==> config.mk <==
export PLATFORM = sky130hd
export DESIGN_NAME = job_queue_with_keyed_removal_top_flat
export DESIGN_NICKNAME = d
export VERILOG_FILES = /design/src/hdl/jqkr_pkg.sv /design/src/hdl/jqkr_req_if.sv /design/src/hdl/jqkr_rsp_if.sv /design/src/hdl/job_queue_with_keyed_removal_top.sv /design/src/hdl/jqkr_store.sv /design/src/hdl/jqkr_ctrl.sv /design/src/hdl/jqkr_out.sv /design/src/flat_wrapper.sv
export VERILOG_INCLUDE_DIRS = /design/src /design/src/hdl
export SDC_FILE = /design/constraint.sdc
export NUM_CORES = 1
export LEC_CHECK = 0
export ABC_AREA = 1
export BUFFER_PORTS_ARGS = -buffer_cell sky130_fd_sc_hd__buf_2
export CAP_MARGIN = 20
export CORE_MARGIN = 5
export CORE_UTILIZATION = 50
export DETAILED_ROUTE_END_ITERATION = 8
export HOLD_SLACK_MARGIN = 0.12
export PLACE_DENSITY_LB_ADDON = 0.15
export SLEW_MARGIN = 10
export SYNTH_ARGS = -nofsm -noshare
export SYNTH_HDL_FRONTEND = slang
export SYNTH_SLANG_ARGS = --single-unit
==> constraint.sdc <==
create_clock -name clk_i -period 11.6 [get_ports clk_i]
set_clock_uncertainty 0.05 [all_clocks]
set_input_delay 2.32 -clock clk_i [delete_from_list [all_inputs] [get_ports clk_i]]
set_output_delay 2.32 -clock clk_i [all_outputs]
set_load 0.005 [all_outputs]
==> src/hdl/job_queue_with_keyed_removal_top_defines.svh <==
// assertion macros for the job queue block
`ifndef JOB_QUEUE_WITH_KEYED_REMOVAL_TOP_DEFINES_SVH
`define JOB_QUEUE_WITH_KEYED_REMOVAL_TOP_DEFINES_SVH
`ifndef SYNTHESIS
`define JQKR_ASSERT(name, clk, rst_n, prop) \
  name: assert property (@(posedge clk) disable iff (!rst_n) (prop)) \
    else $error("jqkr assertion failed");
`define JQKR_ASSERT_ALWAYS(name, clk, prop) \
  name: assert property (@(posedge clk) (prop)) \
    else $error("jqkr assertion failed");
`else
`define JQKR_ASSERT(name, clk, rst_n, prop)
`define JQKR_ASSERT_ALWAYS(name, clk, prop)
`endif
`endif

==> src/hdl/jqkr_pkg.sv <==
// types and codes shared by the job queue block
`default_nettype none
package jqkr_pkg;

  localparam int unsigned JobW = 16;
  localparam int unsigned PidW = 22;
  localparam int unsigned IdxW = 8;
  localparam int unsigned OpW  = 4;
  localparam int unsigned LenW = 9;
  localparam int unsigned StW  = 2;

  localparam logic [OpW-1:0] OP_INSERT     = 4'd0;
  localparam logic [OpW-1:0] OP_POP        = 4'd1;
  localparam logic [OpW-1:0] OP_PEEK       = 4'd2;
  localparam logic [OpW-1:0] OP_ITEM_AT    = 4'd3;
  localparam logic [OpW-1:0] OP_RM_JOB     = 4'd4;
  localparam logic [OpW-1:0] OP_RM_PID     = 4'd5;
  localparam logic [OpW-1:0] OP_JOB_EXISTS = 4'd6;
  localparam logic [OpW-1:0] OP_PID_EXISTS = 4'd7;
  localparam logic [OpW-1:0] OP_PID_OF_JOB = 4'd8;
  localparam logic [OpW-1:0] OP_LENGTH     = 4'd9;
  localparam logic [OpW-1:0] OP_DROP_HEAD  = 4'd10;

  localparam logic [StW-1:0] ST_OK   = 2'd0;
  localparam logic [StW-1:0] ST_MISS = 2'd1;
  localparam logic [StW-1:0] ST_FULL = 2'd2;

  typedef logic [LenW-1:0] len_t;

  typedef struct packed {
    logic [OpW-1:0]  operation;
    logic [JobW-1:0] job_id;
    logic [PidW-1:0] pid;
    logic [IdxW-1:0] index;
  } req_t;

  typedef struct packed {
    logic [StW-1:0]  status;
    logic [JobW-1:0] out_job_id;
    logic [PidW-1:0] out_pid;
    logic [LenW-1:0] length;
  } rsp_t;

  typedef struct packed {
    logic [JobW-1:0] job_id;
    logic [PidW-1:0] pid;
  } entry_t;

endpackage
`default_nettype wire

==> src/hdl/jqkr_req_if.sv <==
// request channel interface
`default_nettype none
interface jqkr_req_if;
  logic                        valid;
  logic                        ready;
  logic [jqkr_pkg::OpW-1:0]    operation;
  logic [jqkr_pkg::JobW-1:0]   job_id;
  logic [jqkr_pkg::PidW-1:0]   pid;
  logic [jqkr_pkg::IdxW-1:0]   index;

  modport source (output valid, output operation, output job_id, output pid, output index,
                  input ready);
  modport sink (input valid, input operation, input job_id, input pid, input index,
                output ready);
endinterface
`default_nettype wire

==> src/hdl/jqkr_rsp_if.sv <==
// result channel interface
`default_nettype none
interface jqkr_rsp_if;
  logic                        valid;
  logic                        ready;
  logic [jqkr_pkg::StW-1:0]    status;
  logic [jqkr_pkg::JobW-1:0]   out_job_id;
  logic [jqkr_pkg::PidW-1:0]   out_pid;
  logic [jqkr_pkg::LenW-1:0]   length;

  modport source (output valid, output status, output out_job_id, output out_pid,
                  output length, input ready);
  modport sink (input valid, input status, input out_job_id, input out_pid, input length,
                output ready);
endinterface
`default_nettype wire

==> src/hdl/job_queue_with_keyed_removal_top.sv <==
// top level of the ordered job queue with keyed removal
//
//   channel  dir  payload                               handshake
//   req_i    in   operation, job_id, pid, index         valid/ready
//   rsp_o    out  status, out_job_id, out_pid, length   valid/ready
//
// one request at a time; all entries sit in a single memory with one read
// and one write port, so entries are visited one at a time
// insert, length, unused codes, empty queue and item_at out of range read no entry
// peek and item_at read one entry; a key lookup scans from the head to the first hit
// pop, drop_head and key removal shift every later entry down; a key miss scans all
// reset clears only the state and the entry count; the memory needs no clearing pass
// a result waits in an output register; the next request is taken meanwhile and
// its own result holds the sequencer until the register frees
`default_nettype none
module job_queue_with_keyed_removal_top #(
  parameter int unsigned DEPTH = 16
) (
  input  wire logic  clk_i,
  input  wire logic  rst_ni,
  jqkr_req_if.sink   req_i,
  jqkr_rsp_if.source rsp_o
);

  localparam int unsigned AW = $clog2(DEPTH);

  jqkr_pkg::req_t   req;
  jqkr_pkg::rsp_t   res;
  logic             res_valid;
  logic             res_ready;
  logic             rd_en;
  logic [AW-1:0]    rd_addr;
  jqkr_pkg::entry_t rd_data;
  logic             wr_en;
  logic [AW-1:0]    wr_addr;
  jqkr_pkg::entry_t wr_data;

  assign req = '{operation: req_i.operation,
                 job_id:    req_i.job_id,
                 pid:       req_i.pid,
                 index:     req_i.index};

  jqkr_ctrl #(.DEPTH(DEPTH)) u_ctrl (
    .clk_i         (clk_i),
    .rst_ni        (rst_ni),
    .req_valid_i   (req_i.valid),
    .req_i         (req),
    .req_ready_o   (req_i.ready),
    .res_valid_o   (res_valid),
    .res_o         (res),
    .res_ready_i   (res_ready),
    .mem_rd_en_o   (rd_en),
    .mem_rd_addr_o (rd_addr),
    .mem_rd_data_i (rd_data),
    .mem_wr_en_o   (wr_en),
    .mem_wr_addr_o (wr_addr),
    .mem_wr_data_o (wr_data)
  );

  jqkr_store #(.DEPTH(DEPTH)) u_store (
    .clk_i     (clk_i),
    .rd_en_i   (rd_en),
    .rd_addr_i (rd_addr),
    .rd_data_o (rd_data),
    .wr_en_i   (wr_en),
    .wr_addr_i (wr_addr),
    .wr_data_i (wr_data)
  );

  jqkr_out u_out (
    .clk_i      (clk_i),
    .rst_ni     (rst_ni),
    .in_valid_i (res_valid),
    .in_data_i  (res),
    .in_ready_o (res_ready),
    .rsp_o      (rsp_o)
  );

endmodule
`default_nettype wire

==> src/hdl/jqkr_store.sv <==
// entry memory: one write port, one registered read port
`default_nettype none
module jqkr_store #(
  parameter int unsigned DEPTH = 16
) (
  input  wire logic                     clk_i,
  input  wire logic                     rd_en_i,
  input  wire logic [$clog2(DEPTH)-1:0] rd_addr_i,
  output jqkr_pkg::entry_t              rd_data_o,
  input  wire logic                     wr_en_i,
  input  wire logic [$clog2(DEPTH)-1:0] wr_addr_i,
  input  wire jqkr_pkg::entry_t         wr_data_i
);

  jqkr_pkg::entry_t mem_q [DEPTH];
  jqkr_pkg::entry_t rd_data_q;

  always_ff @(posedge clk_i) begin
    if (wr_en_i) begin
      mem_q[wr_addr_i] <= wr_data_i;
    end
    if (rd_en_i) begin
      rd_data_q <= mem_q[rd_addr_i];
    end
  end

  assign rd_data_o = rd_data_q;

endmodule
`default_nettype wire

==> src/hdl/jqkr_ctrl.sv <==
// sequencer: decodes a request, walks and compacts the entry memory
`default_nettype none
`include "job_queue_with_keyed_removal_top_defines.svh"
module jqkr_ctrl #(
  parameter int unsigned DEPTH = 16
) (
  input  wire logic                     clk_i,
  input  wire logic                     rst_ni,
  input  wire logic                     req_valid_i,
  input  wire jqkr_pkg::req_t           req_i,
  output logic                          req_ready_o,
  output logic                          res_valid_o,
  output jqkr_pkg::rsp_t                res_o,
  input  wire logic                     res_ready_i,
  output logic                          mem_rd_en_o,
  output logic [$clog2(DEPTH)-1:0]      mem_rd_addr_o,
  input  wire jqkr_pkg::entry_t         mem_rd_data_i,
  output logic                          mem_wr_en_o,
  output logic [$clog2(DEPTH)-1:0]      mem_wr_addr_o,
  output jqkr_pkg::entry_t              mem_wr_data_o
);

  localparam int unsigned AW = $clog2(DEPTH);
  localparam int unsigned CW = $clog2(DEPTH + 1);

  localparam logic [2:0] S_IDLE  = 3'd0;
  localparam logic [2:0] S_READ  = 3'd1;
  localparam logic [2:0] S_SCAN  = 3'd2;
  localparam logic [2:0] S_SHIFT = 3'd3;
  localparam logic [2:0] S_DONE  = 3'd4;

  logic [2:0]                   state_q, state_d;
  logic [CW-1:0]                count_q, count_d;
  logic [AW-1:0]                k_q, k_d;
  logic [jqkr_pkg::OpW-1:0]     op_q, op_d;
  logic [jqkr_pkg::JobW-1:0]    job_q, job_d;
  logic [jqkr_pkg::PidW-1:0]    pid_q, pid_d;
  logic [jqkr_pkg::StW-1:0]     st_q, st_d;
  jqkr_pkg::entry_t             ent_q, ent_d;

  logic          by_pid;
  logic          removes;
  logic          hit;
  logic          shift_go;
  logic [AW-1:0] shift_pos;

  assign by_pid  = (op_q == jqkr_pkg::OP_RM_PID) || (op_q == jqkr_pkg::OP_PID_EXISTS);
  assign removes = (op_q == jqkr_pkg::OP_RM_JOB) || (op_q == jqkr_pkg::OP_RM_PID);
  assign hit     = by_pid ? (mem_rd_data_i.pid == pid_q) : (mem_rd_data_i.job_id == job_q);

  always_comb begin
    state_d       = state_q;
    count_d       = count_q;
    k_d           = k_q;
    op_d          = op_q;
    job_d         = job_q;
    pid_d         = pid_q;
    st_d          = st_q;
    ent_d         = ent_q;
    mem_rd_en_o   = 1'b0;
    mem_rd_addr_o = '0;
    mem_wr_en_o   = 1'b0;
    mem_wr_addr_o = '0;
    mem_wr_data_o = '{job_id: req_i.job_id, pid: req_i.pid};
    res_valid_o   = 1'b0;
    shift_go      = 1'b0;
    shift_pos     = '0;

    unique case (state_q)
      S_IDLE: begin
        if (req_valid_i) begin
          op_d    = req_i.operation;
          job_d   = req_i.job_id;
          pid_d   = req_i.pid;
          ent_d   = '0;
          st_d    = jqkr_pkg::ST_MISS;
          state_d = S_DONE;
          unique case (req_i.operation)
            jqkr_pkg::OP_INSERT: begin
              if (count_q == CW'(DEPTH)) begin
                st_d = jqkr_pkg::ST_FULL;
              end else begin
                mem_wr_en_o   = 1'b1;
                mem_wr_addr_o = count_q[AW-1:0];
                count_d       = count_q + 1'b1;
                st_d          = jqkr_pkg::ST_OK;
              end
            end
            jqkr_pkg::OP_POP, jqkr_pkg::OP_PEEK, jqkr_pkg::OP_DROP_HEAD: begin
              if (count_q != '0) begin
                mem_rd_en_o = 1'b1;
                state_d     = S_READ;
              end
            end
            jqkr_pkg::OP_ITEM_AT: begin
              if (jqkr_pkg::len_t'(req_i.index) < jqkr_pkg::len_t'(count_q)) begin
                mem_rd_en_o   = 1'b1;
                mem_rd_addr_o = req_i.index[AW-1:0];
                state_d       = S_READ;
              end
            end
            jqkr_pkg::OP_RM_JOB, jqkr_pkg::OP_RM_PID, jqkr_pkg::OP_JOB_EXISTS,
            jqkr_pkg::OP_PID_EXISTS, jqkr_pkg::OP_PID_OF_JOB: begin
              if (count_q != '0) begin
                mem_rd_en_o = 1'b1;
                k_d         = '0;
                state_d     = S_SCAN;
              end
            end
            jqkr_pkg::OP_LENGTH: begin
              st_d = jqkr_pkg::ST_OK;
            end
            default: begin
            end
          endcase
        end
      end
      S_READ: begin
        st_d  = jqkr_pkg::ST_OK;
        ent_d = (op_q == jqkr_pkg::OP_DROP_HEAD) ? '0 : mem_rd_data_i;
        if ((op_q == jqkr_pkg::OP_PEEK) || (op_q == jqkr_pkg::OP_ITEM_AT)) begin
          state_d = S_DONE;
        end else begin
          shift_go = 1'b1;
        end
      end
      S_SCAN: begin
        // read data belongs to entry k_q
        if (hit) begin
          ent_d = mem_rd_data_i;
          st_d  = jqkr_pkg::ST_OK;
          if (removes) begin
            shift_go  = 1'b1;
            shift_pos = k_q;
          end else begin
            state_d = S_DONE;
          end
        end else if (CW'(k_q) + CW'(1) == count_q) begin
          state_d = S_DONE;
        end else begin
          mem_rd_en_o   = 1'b1;
          mem_rd_addr_o = k_q + 1'b1;
          k_d           = k_q + 1'b1;
        end
      end
      S_SHIFT: begin
        // move entry k_q+1 down to k_q while fetching k_q+2
        mem_wr_en_o   = 1'b1;
        mem_wr_addr_o = k_q;
        mem_wr_data_o = mem_rd_data_i;
        if (CW'(k_q) + CW'(2) == count_q) begin
          count_d = count_q - 1'b1;
          state_d = S_DONE;
        end else begin
          mem_rd_en_o   = 1'b1;
          mem_rd_addr_o = k_q + AW'(2);
          k_d           = k_q + 1'b1;
        end
      end
      S_DONE: begin
        res_valid_o = 1'b1;
        if (res_ready_i) begin
          state_d = S_IDLE;
        end
      end
      default: begin
        state_d = S_IDLE;
      end
    endcase

    if (shift_go) begin
      if (CW'(shift_pos) + CW'(1) == count_q) begin
        count_d = count_q - 1'b1;
        state_d = S_DONE;
      end else begin
        mem_rd_en_o   = 1'b1;
        mem_rd_addr_o = shift_pos + 1'b1;
        k_d           = shift_pos;
        state_d       = S_SHIFT;
      end
    end
  end

  assign req_ready_o = (state_q == S_IDLE);

  assign res_o = '{status:     st_q,
                   out_job_id: ent_q.job_id,
                   out_pid:    ent_q.pid,
                   length:     jqkr_pkg::len_t'(count_q)};

  always_ff @(posedge clk_i or negedge rst_ni) begin
    if (!rst_ni) begin
      state_q <= S_IDLE;
      count_q <= '0;
    end else begin
      state_q <= state_d;
      count_q <= count_d;
    end
  end

  always_ff @(posedge clk_i) begin
    k_q   <= k_d;
    op_q  <= op_d;
    job_q <= job_d;
    pid_q <= pid_d;
    st_q  <= st_d;
    ent_q <= ent_d;
  end

  `JQKR_ASSERT_ALWAYS(a_count_bound, clk_i, count_q <= CW'(DEPTH))
  `JQKR_ASSERT(a_rd_in_range, clk_i, rst_ni, mem_rd_en_o |-> (CW'(mem_rd_addr_o) < count_q))
  `JQKR_ASSERT(a_wr_in_range, clk_i, rst_ni, mem_wr_en_o |-> (CW'(mem_wr_addr_o) <= count_q))
  `JQKR_ASSERT(a_count_step, clk_i, rst_ni,
    (count_q != $past(count_q)) |-> (({1'b0, count_q} == {1'b0, $past(count_q)} + 1'b1) ||
    ({1'b0, count_q} + 1'b1 == {1'b0, $past(count_q)})))

endmodule
`default_nettype wire

==> src/hdl/jqkr_out.sv <==
// result register between the sequencer and the result channel
`default_nettype none
module jqkr_out (
  input  wire logic   clk_i,
  input  wire logic   rst_ni,
  input  wire logic   in_valid_i,
  input  wire jqkr_pkg::rsp_t in_data_i,
  output logic        in_ready_o,
  jqkr_rsp_if.source  rsp_o
);

  logic           valid_q;
  jqkr_pkg::rsp_t data_q;

  assign in_ready_o = !valid_q || rsp_o.ready;

  always_ff @(posedge clk_i or negedge rst_ni) begin
    if (!rst_ni) begin
      valid_q <= 1'b0;
    end else if (in_valid_i && in_ready_o) begin
      valid_q <= 1'b1;
    end else if (rsp_o.ready) begin
      valid_q <= 1'b0;
    end
  end

  always_ff @(posedge clk_i) begin
    if (in_valid_i && in_ready_o) begin
      data_q <= in_data_i;
    end
  end

  assign rsp_o.valid      = valid_q;
  assign rsp_o.status     = data_q.status;
  assign rsp_o.out_job_id = data_q.out_job_id;
  assign rsp_o.out_pid    = data_q.out_pid;
  assign rsp_o.length     = data_q.length;

endmodule
`default_nettype wire

==> src/flat_wrapper.sv <==
// flat-port wrapper written by rule: the top's interface ports become plain ports
module job_queue_with_keyed_removal_top_flat 
#(
  parameter int unsigned DEPTH = 16
)
  (clk_i, rst_ni, req_i_valid, req_i_operation, req_i_job_id, req_i_pid, req_i_index, req_i_ready, rsp_o_valid, rsp_o_status, rsp_o_out_job_id, rsp_o_out_pid, rsp_o_length, rsp_o_ready);
  jqkr_req_if req_i_i ();
  jqkr_rsp_if rsp_o_i ();
  input  wire logic clk_i;
  input  wire logic rst_ni;
  input wire logic [$bits(req_i_i.valid)-1:0] req_i_valid;
  input wire logic [$bits(req_i_i.operation)-1:0] req_i_operation;
  input wire logic [$bits(req_i_i.job_id)-1:0] req_i_job_id;
  input wire logic [$bits(req_i_i.pid)-1:0] req_i_pid;
  input wire logic [$bits(req_i_i.index)-1:0] req_i_index;
  output wire logic [$bits(req_i_i.ready)-1:0] req_i_ready;
  output wire logic [$bits(rsp_o_i.valid)-1:0] rsp_o_valid;
  output wire logic [$bits(rsp_o_i.status)-1:0] rsp_o_status;
  output wire logic [$bits(rsp_o_i.out_job_id)-1:0] rsp_o_out_job_id;
  output wire logic [$bits(rsp_o_i.out_pid)-1:0] rsp_o_out_pid;
  output wire logic [$bits(rsp_o_i.length)-1:0] rsp_o_length;
  input wire logic [$bits(rsp_o_i.ready)-1:0] rsp_o_ready;
  assign req_i_i.valid = req_i_valid;
  assign req_i_i.operation = req_i_operation;
  assign req_i_i.job_id = req_i_job_id;
  assign req_i_i.pid = req_i_pid;
  assign req_i_i.index = req_i_index;
  assign req_i_ready = req_i_i.ready;
  assign rsp_o_valid = rsp_o_i.valid;
  assign rsp_o_status = rsp_o_i.status;
  assign rsp_o_out_job_id = rsp_o_i.out_job_id;
  assign rsp_o_out_pid = rsp_o_i.out_pid;
  assign rsp_o_length = rsp_o_i.length;
  assign rsp_o_i.ready = rsp_o_ready;
  job_queue_with_keyed_removal_top #(.DEPTH(DEPTH)) u_core (.clk_i(clk_i), .rst_ni(rst_ni), .req_i(req_i_i), .rsp_o(rsp_o_i));
endmodule
==> results of run 1 <==
[cell usage after synthesis (all sizes together), types with 7 or more instances]
| master | count | area (µm²) |
|---|---|---|
| a21oi | 19 | 98.9 |
| buf | 130 | 727 |
| clkbuf | 45 | 169 |
| dfrtp | 9 | 225 |
| edfxtp | 773 | 23200 |
| ha | 12 | 150 |
| inv | 432 | 1620 |
| nand2 | 862 | 3250 |
| nand3 | 702 | 3530 |
| nand4 | 7 | 58.8 |
| nor2 | 117 | 462 |
| o21ai | 55 | 279 |
| o22ai | 8 | 50.1 |
| xnor2 | 9 | 78.8 |
| xor2 | 8 | 70.1 |
[state kept, by name (all words and copies together) (netlist names)]
| signal | flops |
|---|---|
| u_core.u_store.mem_q | 608 |
| u_core.u_ctrl.res_o | 38 |
| u_core.u_store.rd_data_o | 38 |
| u_core.u_ctrl.pid_q | 22 |
| u_core.u_out.rsp_o.out_pid | 22 |
| u_core.u_ctrl.job_q | 16 |
| u_core.u_out.rsp_o.out_job_id | 16 |
| u_core.u_ctrl.count_q | 5 |
| u_core.u_out.rsp_o.length | 5 |
| u_core.u_ctrl.k_q | 4 |
| u_core.u_ctrl.op_q | 4 |
| u_core.u_ctrl.state_q | 3 |
| u_core.u_ctrl.st_q | 2 |
| u_core.u_out.rsp_o.status | 2 |
| u_core.u_out.rsp_o.valid | 1 |
[kinds of logic after synthesis]
| logic type | after synthesis | synth area share (%) |
|---|---|---|
| AND/OR/NAND/NOR | 1695 | 21.4 |
| flip-flops | 786 | 68.6 |
| buffers and inverters | 610 | 7.37 |
| AO/OA/AOI/OAI | 105 | 1.78 |
| XOR/XNOR | 17 | 0.434 |
| adder cells (fa/ha/maj) | 12 | 0.438 |
| other | 1 | 0.0109 |
[where the power goes]
| group | switching [mW] | internal [mW] | leakage, nW |
|---|---|---|---|
| combinational | 1.41 | 0.578 | 7.24 |
| sequential | 0.139 | 3.53 | 7.18 |
| clock | 1.06 | 1.47 | 1.25 |
| total | 2.61 | 5.58 | 15.7 |
[stage by stage]
stage	hold WS [ns]	utilization [%]	cell area, µm²
after CTS	0.365	56.1	38400
after global routing	0.374	56.2	38400
after detailed placement	0.355	52.4	35800
after global placement	0.352	52.3	35800
final	0.367	56.2	38400
after floorplan	0.350	-	34300
[worst register-to-register path, delay by kind of cell, from the launching register on]
kind	cells	cell delay (ns)
DFF	1	0.47
buffers and inverters	3	1.65
and+or+nand+nor	23	3.39
adders and majority gates	1	0.29
xor gates and xnor gates	1	0.16
[layout make-up]
| type | count | area, µm² |
|---|---|---|
| fill | 5705 | 30000 |
| sequential | 786 | 23500 |
| multi-input combinational | 1833 | 8440 |
| clock buffer | 109 | 2220 |
| inverter | 435 | 1640 |
| timing repair buffer | 177 | 1120 |
| tap | 882 | 1100 |
| clock inverter | 38 | 344 |
| antenna | 2 | 5.00 |
[metal layers]
layer,GRT usage (%),part of all wire [%],vias up
met3,4.12,8.9,140
met5,0,0,-
li1,-,-,11014
met1,34.7,41,11430
met4,6.75,2.2,0
met2,40.3,48,1048
[worst max-delay path by stage]
stage,cells after the start,slack (ns),start,end
after floorplan,8,5.13,req_i_valid,u_core.u_store.mem_q[6][0]
after global placement,15,4.90,req_i_valid,u_core.u_store.rd_data_o[15]
after detailed placement,15,4.74,req_i_valid,u_core.u_store.rd_data_o[6]
after CTS,15,5.38,req_i_valid,u_core.u_store.rd_data_o[6]
after global routing,28,5.00,u_core.u_ctrl.op_q[3],u_core.u_store.rd_data_o[14]
final,15,5.13,req_i_valid,u_core.u_store.rd_data_o[6]
==> flow_metrics.py, run 1 <==
metrics = {
    "run_status": {
        "status": "finished clean",
    },
    "timing": {
        "fin_crit_sh_pct": 55.8,
        "rsz0062_at_grt": "no",
        "worst_slack_ns": 5.13,
        "slew_headroom_pct": 23.2,
        "tns_ns": 0,
        "setup_viol": 0,
        "worst_slew_pin_slew_ns": 1.15,
        "hold_viol": 0,
        "clock.fmax_mhz": 155,
        "maxSlewViolCount": 0,
        "fin_crit_ns": 6.47,
    },
    "cells_and_area": {
        "drive_above_1_share_pct": 10.4,
        "fin_nets": 3380,
        "syn2layout_area_growth_pct": 11.9,
        "final_cell_mix": "855 x nand2_1, 773 x edfxtp_1, 701 x nand3_1",
        "stdcell_count": 4262,
        "final_common_cell": "nand2_1",
    },
    "grt": {
        "antenna_found_initial": 3,
        "gr-total-overflow": 0,
        "grt_usage_pct": 24.6,
        "grt_max_degree": 164,
        "grt_pass1_wl_um": 138000,
        "grt_pass1_vias": 22322,
    },
    "setup_path": {
        "cp-end-kind": "flip-flop",
        "r2r-end": "u_core.u_store.rd_data_o[14]",
        "required_ns": 11.93,
        "critPathArrivalTime_ns": 6.80,
        "cpMaxStageDelayCell": "nand2_8",
        "critPathMostFrequentCell": "nand3_1",
        "path_buf_inv": 6,
        "crit_type": "in -> reg",
        "r2r_start": "u_core.u_store.rd_data_o[13]",
        "crit_path_max_incr_delay_ns": 0.90,
        "path_delay_family": "buffers and inverters",
        "rr_worst_depth": 28,
        "cp_max_fo": 163,
        "regToRegSetupSlack_ns": 5.36,
        "start_kind": "primary input",
        "crit_chain": "buf_2 -> inv_1 -> nor2_4 -> buf_4 -> inv_1 -> nor2_2 -> a21oi_4 -> buf_12 -> nand2_8 -> buf_4 -> nand2_1 -> nand3_1 -> nand3_1 -> nand3_1 -> nand2_1",
    },
    "routing": {
        "vias": 23632,
        "viasPerCell": 5.54,
        "wl_per_cell_um": 21.7,
        "ant_nets": 0,
        "wirelength_um": 92400,
        "drt_pass1_iterations": 5,
        "drtIter0Drc": 2670,
        "drc_errors": 0,
    },
    "synthesis": {
        "ys_ff_latch": 786,
        "synth-edff-count": 773,
        "yosysUniqueCellTypes": 49,
        "yosysSeqAreaShare_pct": 68.6,
        "yosys_warnings": 0,
        "synth_ff_type": "edfxtp_1",
        "synth_area_per_cell_um2": 10.6,
        "syn_area_um2": 34300,
        "async_reset_ff_share_pct": 1.15,
        "syn_inst": 3226,
    },
    "worst_hold_path": {
        "hp-start": "u_core.u_ctrl.res_o[18]",
        "min_path_cells": 0,
        "hold-path-endpoint": "u_core.u_out.rsp_o.out_pid[9]",
        "hold_class": "reg -> reg",
    },
    "place": {
        "gp_congestion": 0.855,
        "dp_slack_ns": 4.74,
        "io_buffer_count": 100,
        "dp_hpwl_um": 48200,
        "dp.cells": 4112,
    },
    "clock_network": {
        "cts_root_buf": "clkbuf_16",
        "worstSkewPairLatency_ns": 0.62,
        "htree_num_levels": 3,
        "cts_tree": "done",
        "cts_setup_buffers": 0,
        "cts.path.max_buffers": 3,
        "cts_sinks": 786,
        "cts_resized": 0,
        "clk_pin_slew_ns": 0.06,
        "numCtsBuffers": 81,
        "holdBufCountCts": 0,
    },
    "job": {
        "cap_violations": 0,
    },
    "die": {
        "core_area_um2": 68300,
        "ios": 105,
        "fp.dieArea_um2": 73900,
        "initial_core_util_pct": 50.2,
        "die_h_um": 272,
        "die_x_um": 272,
        "rows": 96,
    },
    "power": {
        "vdd_drop_max_v": 0.000178,
        "fin_total_pwr_mw": 8.20,
        "leakagePower_nw": 15.7,
        "p_per_area_nw_per_um2": 213,
    },
}
No activity file was read; power rests on OpenSTA's default activity.
==> run 2: changes to the inputs <==
- clock period: 11.6 -> 5.3 ns (I/O delays scaled with it)
==> run 2 against run 1 <==
Against the previous run: setup slack worse by 4.3 ns; global-route usage is 0.23 points lower; sequential share of layout area fell by 1.1 points; register-to-register slack worse by 4.5 ns; critical path depth grew 11; final area rose by 1.9%; first-iteration DRC count is 8.5% lower; non-clock buffer count up 30; clock power is 130% higher; die area stayed put; worst hold slack got worse by 0.12 ns; via count up 1.4%.
==> flow_metrics.py, run 2 (synthesis results as in run 1) <==
metrics = {
    "run_status": {
        "status": "finished clean",
    },
    "timing": {
        "setup_viol": 0,
        "hold_viol": 0,
        "rsz0062_at_grt": "no",
        "fin_crit_ns": 4.48,
        "maxSlewViolCount": 0,
        "tns_ns": 0,
        "slew_headroom_pct": 33.0,
        "fin_crit_sh_pct": 84.5,
        "clock.fmax_mhz": 223,
        "worst_slew_pin_slew_ns": 1.00,
    },
    "place": {
        "dp_hpwl_um": 50500,
        "gp_congestion": 0.895,
        "io_buffer_count": 100,
    },
    "routing": {
        "drc_errors": 0,
        "viasPerCell": 5.59,
        "drt_pass1_iterations": 5,
        "wl_per_cell_um": 21.5,
        "ant_nets": 0,
        "drtIter0Drc": 2442,
        "vias": 23960,
        "wirelength_um": 92200,
    },
    "cells_and_area": {
        "fin_util_pct": 57.2,
        "fin_nets": 3411,
        "syn2layout_area_growth_pct": 14.0,
        "n_fill_cell": 5622,
        "top_register": "u_core.u_store.mem_q",
        "final_cell_mix": "855 x nand2_1, 773 x edfxtp_1, 701 x nand3_1",
        "antenna_cells": 0,
        "final_common_cell": "nand2_1",
        "drive_above_1_share_pct": 11.3,
        "largest_reg_flops": 608,
    },
    "grt": {
        "antenna_found_initial": 1,
        "grt_usage_pct": 24.4,
        "gr-total-overflow": 0,
        "grt_pass1_wl_um": 138000,
        "grt_pass1_vias": 22620,
        "grt_max_degree": 153,
    },
    "power": {
        "vdd_drop_max_v": 0.000273,
        "p_per_area_nw_per_um2": 468,
        "leakagePower_nw": 16.0,
    },
    "clock_network": {
        "cts_setup_buffers": 0,
        "cts_sinks": 786,
        "cts_root_buf": "clkbuf_16",
        "cts_tree": "done",
        "cts_resized": 0,
        "holdBufCountCts": 0,
        "numCtsBuffers": 82,
        "cts.path.max_buffers": 3,
        "clk_pin_slew_ns": 0.06,
        "worstSkewPairLatency_ns": 0.63,
        "htree_num_levels": 3,
    },
    "die": {
        "initial_core_util_pct": 50.2,
        "rows": 96,
        "core_area_um2": 68300,
        "die_x_um": 272,
        "fp.dieArea_um2": 73900,
        "ios": 105,
        "die_h_um": 272,
    },
    "worst_hold_path": {
        "hold_class": "in -> async",
    },
    "job": {
        "cap_violations": 0,
    },
    "setup_path": {
        "critPathArrivalTime_ns": 4.77,
        "start_kind": "flip-flop",
        "cp_max_fo": 43,
        "path_buf_inv": 3,
        "regToRegSetupSlack_ns": 0.82,
        "crit_type": "reg -> reg",
        "cp-end-kind": "flip-flop",
        "crit_path_max_incr_delay_ns": 0.46,
        "path_delay_family": "simple AND/OR/NAND/NOR gates",
        "critPathMostFrequentCell": "nand2_1",
        "cpMaxStageDelayCell": "nor2_1",
        "required_ns": 5.59,
    },
}
==> run 2: changes by cell type in the layout (fill, tap and decap cells not counted), sizes merged <==
cell | previous run | this run
bufinv | 6 | 9
clkbuf | 109 | 106
inv | 434 | 435
clkinv | 31 | 26
buf | 177 | 207
diode | 2 | 0
==> run 2: worst reg2reg max path, delay by kind of cell (launching register included) <==
kind | cells | cell delay [ns]
xor gates and xnor gates | 1 | 0.18
and+or+nand+nor | 21 | 2.66
DFF | 1 | 0.38
adders and majority gates | 1 | 0.28
buffers and inverters | 3 | 0.63
==> run 2: path summary, 6_finish.rpt <==
check / start / to / cells after the start
worst max-delay path: u_core.u_store.rd_data_o[26] / u_core.u_store.rd_data_o[22] / 26
worst min-delay path: rst_ni / u_core.u_ctrl.count_q[0] / 1
worst max register to register: u_core.u_store.rd_data_o[26] / u_core.u_store.rd_data_o[22] / 26
worst min register to register: u_core.u_ctrl.res_o[33] / u_core.u_out.rsp_o.out_job_id[2] / 0
max in group asynchronous: rst_ni / u_core.u_ctrl.count_q[2] / 1
min in group clk_i: u_core.u_ctrl.res_o[33] / u_core.u_out.rsp_o.out_job_id[2] / 0
==> run 2: stage by stage <==
stage | worst slack (ns) | total power, mW | instances | cell area, µm² | hold WS [ns]
after global routing | 0.421 | 19.2 | 4286 | 39100 | 0.239
after global placement | 0.789 | 12.6 | 4143 | 36400 | 0.351
after floorplan | 0.0948 | 11.1 | 3229 | 34300 | 0.350
after CTS | 0.745 | 18.4 | 4286 | 39100 | 0.202
final | 0.820 | 18.3 | 4286 | 39100 | 0.243
after detailed placement | 0.752 | 12.7 | 4143 | 36400 | 0.355
==> run 2: power breakdown <==
part / internal, mW / switching, mW / total [mW]
clock network: 3.39 / 2.35 / 5.74
logic: 1.41 / 3.13 / 4.54
registers: 7.73 / 0.290 / 8.02
total: 12.5 / 5.78 / 18.3
==> run 2: per-layer routing <==
metal | routed length, µm | up-vias | global-route usage, % | part of all wire [%]
met5 | 13 | - | 0 | 0.014
met4 | 2790 | 2 | 8.18 | 3.0
met3 | 7610 | 201 | 3.69 | 8.3
met2 | 43100 | 1057 | 39.1 | 47
met1 | 38600 | 11622 | 34.7 | 42
li1 | - | 11078 | - | -
==> run 2: layout make-up <==
| class | instances | area, µm² | area share, % |
|---|---|---|---|
| clock buffers | 106 | 2210 | 5.66 |
| clock inverters | 37 | 450 | 1.15 |
| inverters | 435 | 1640 | 4.18 |
| multi-input cells | 1833 | 8440 | 21.6 |
| flip-flops and latches | 786 | 23500 | 60.1 |
| well taps | 882 | 1100 | 2.82 |
| repair buffers | 207 | 1740 | 4.45 |
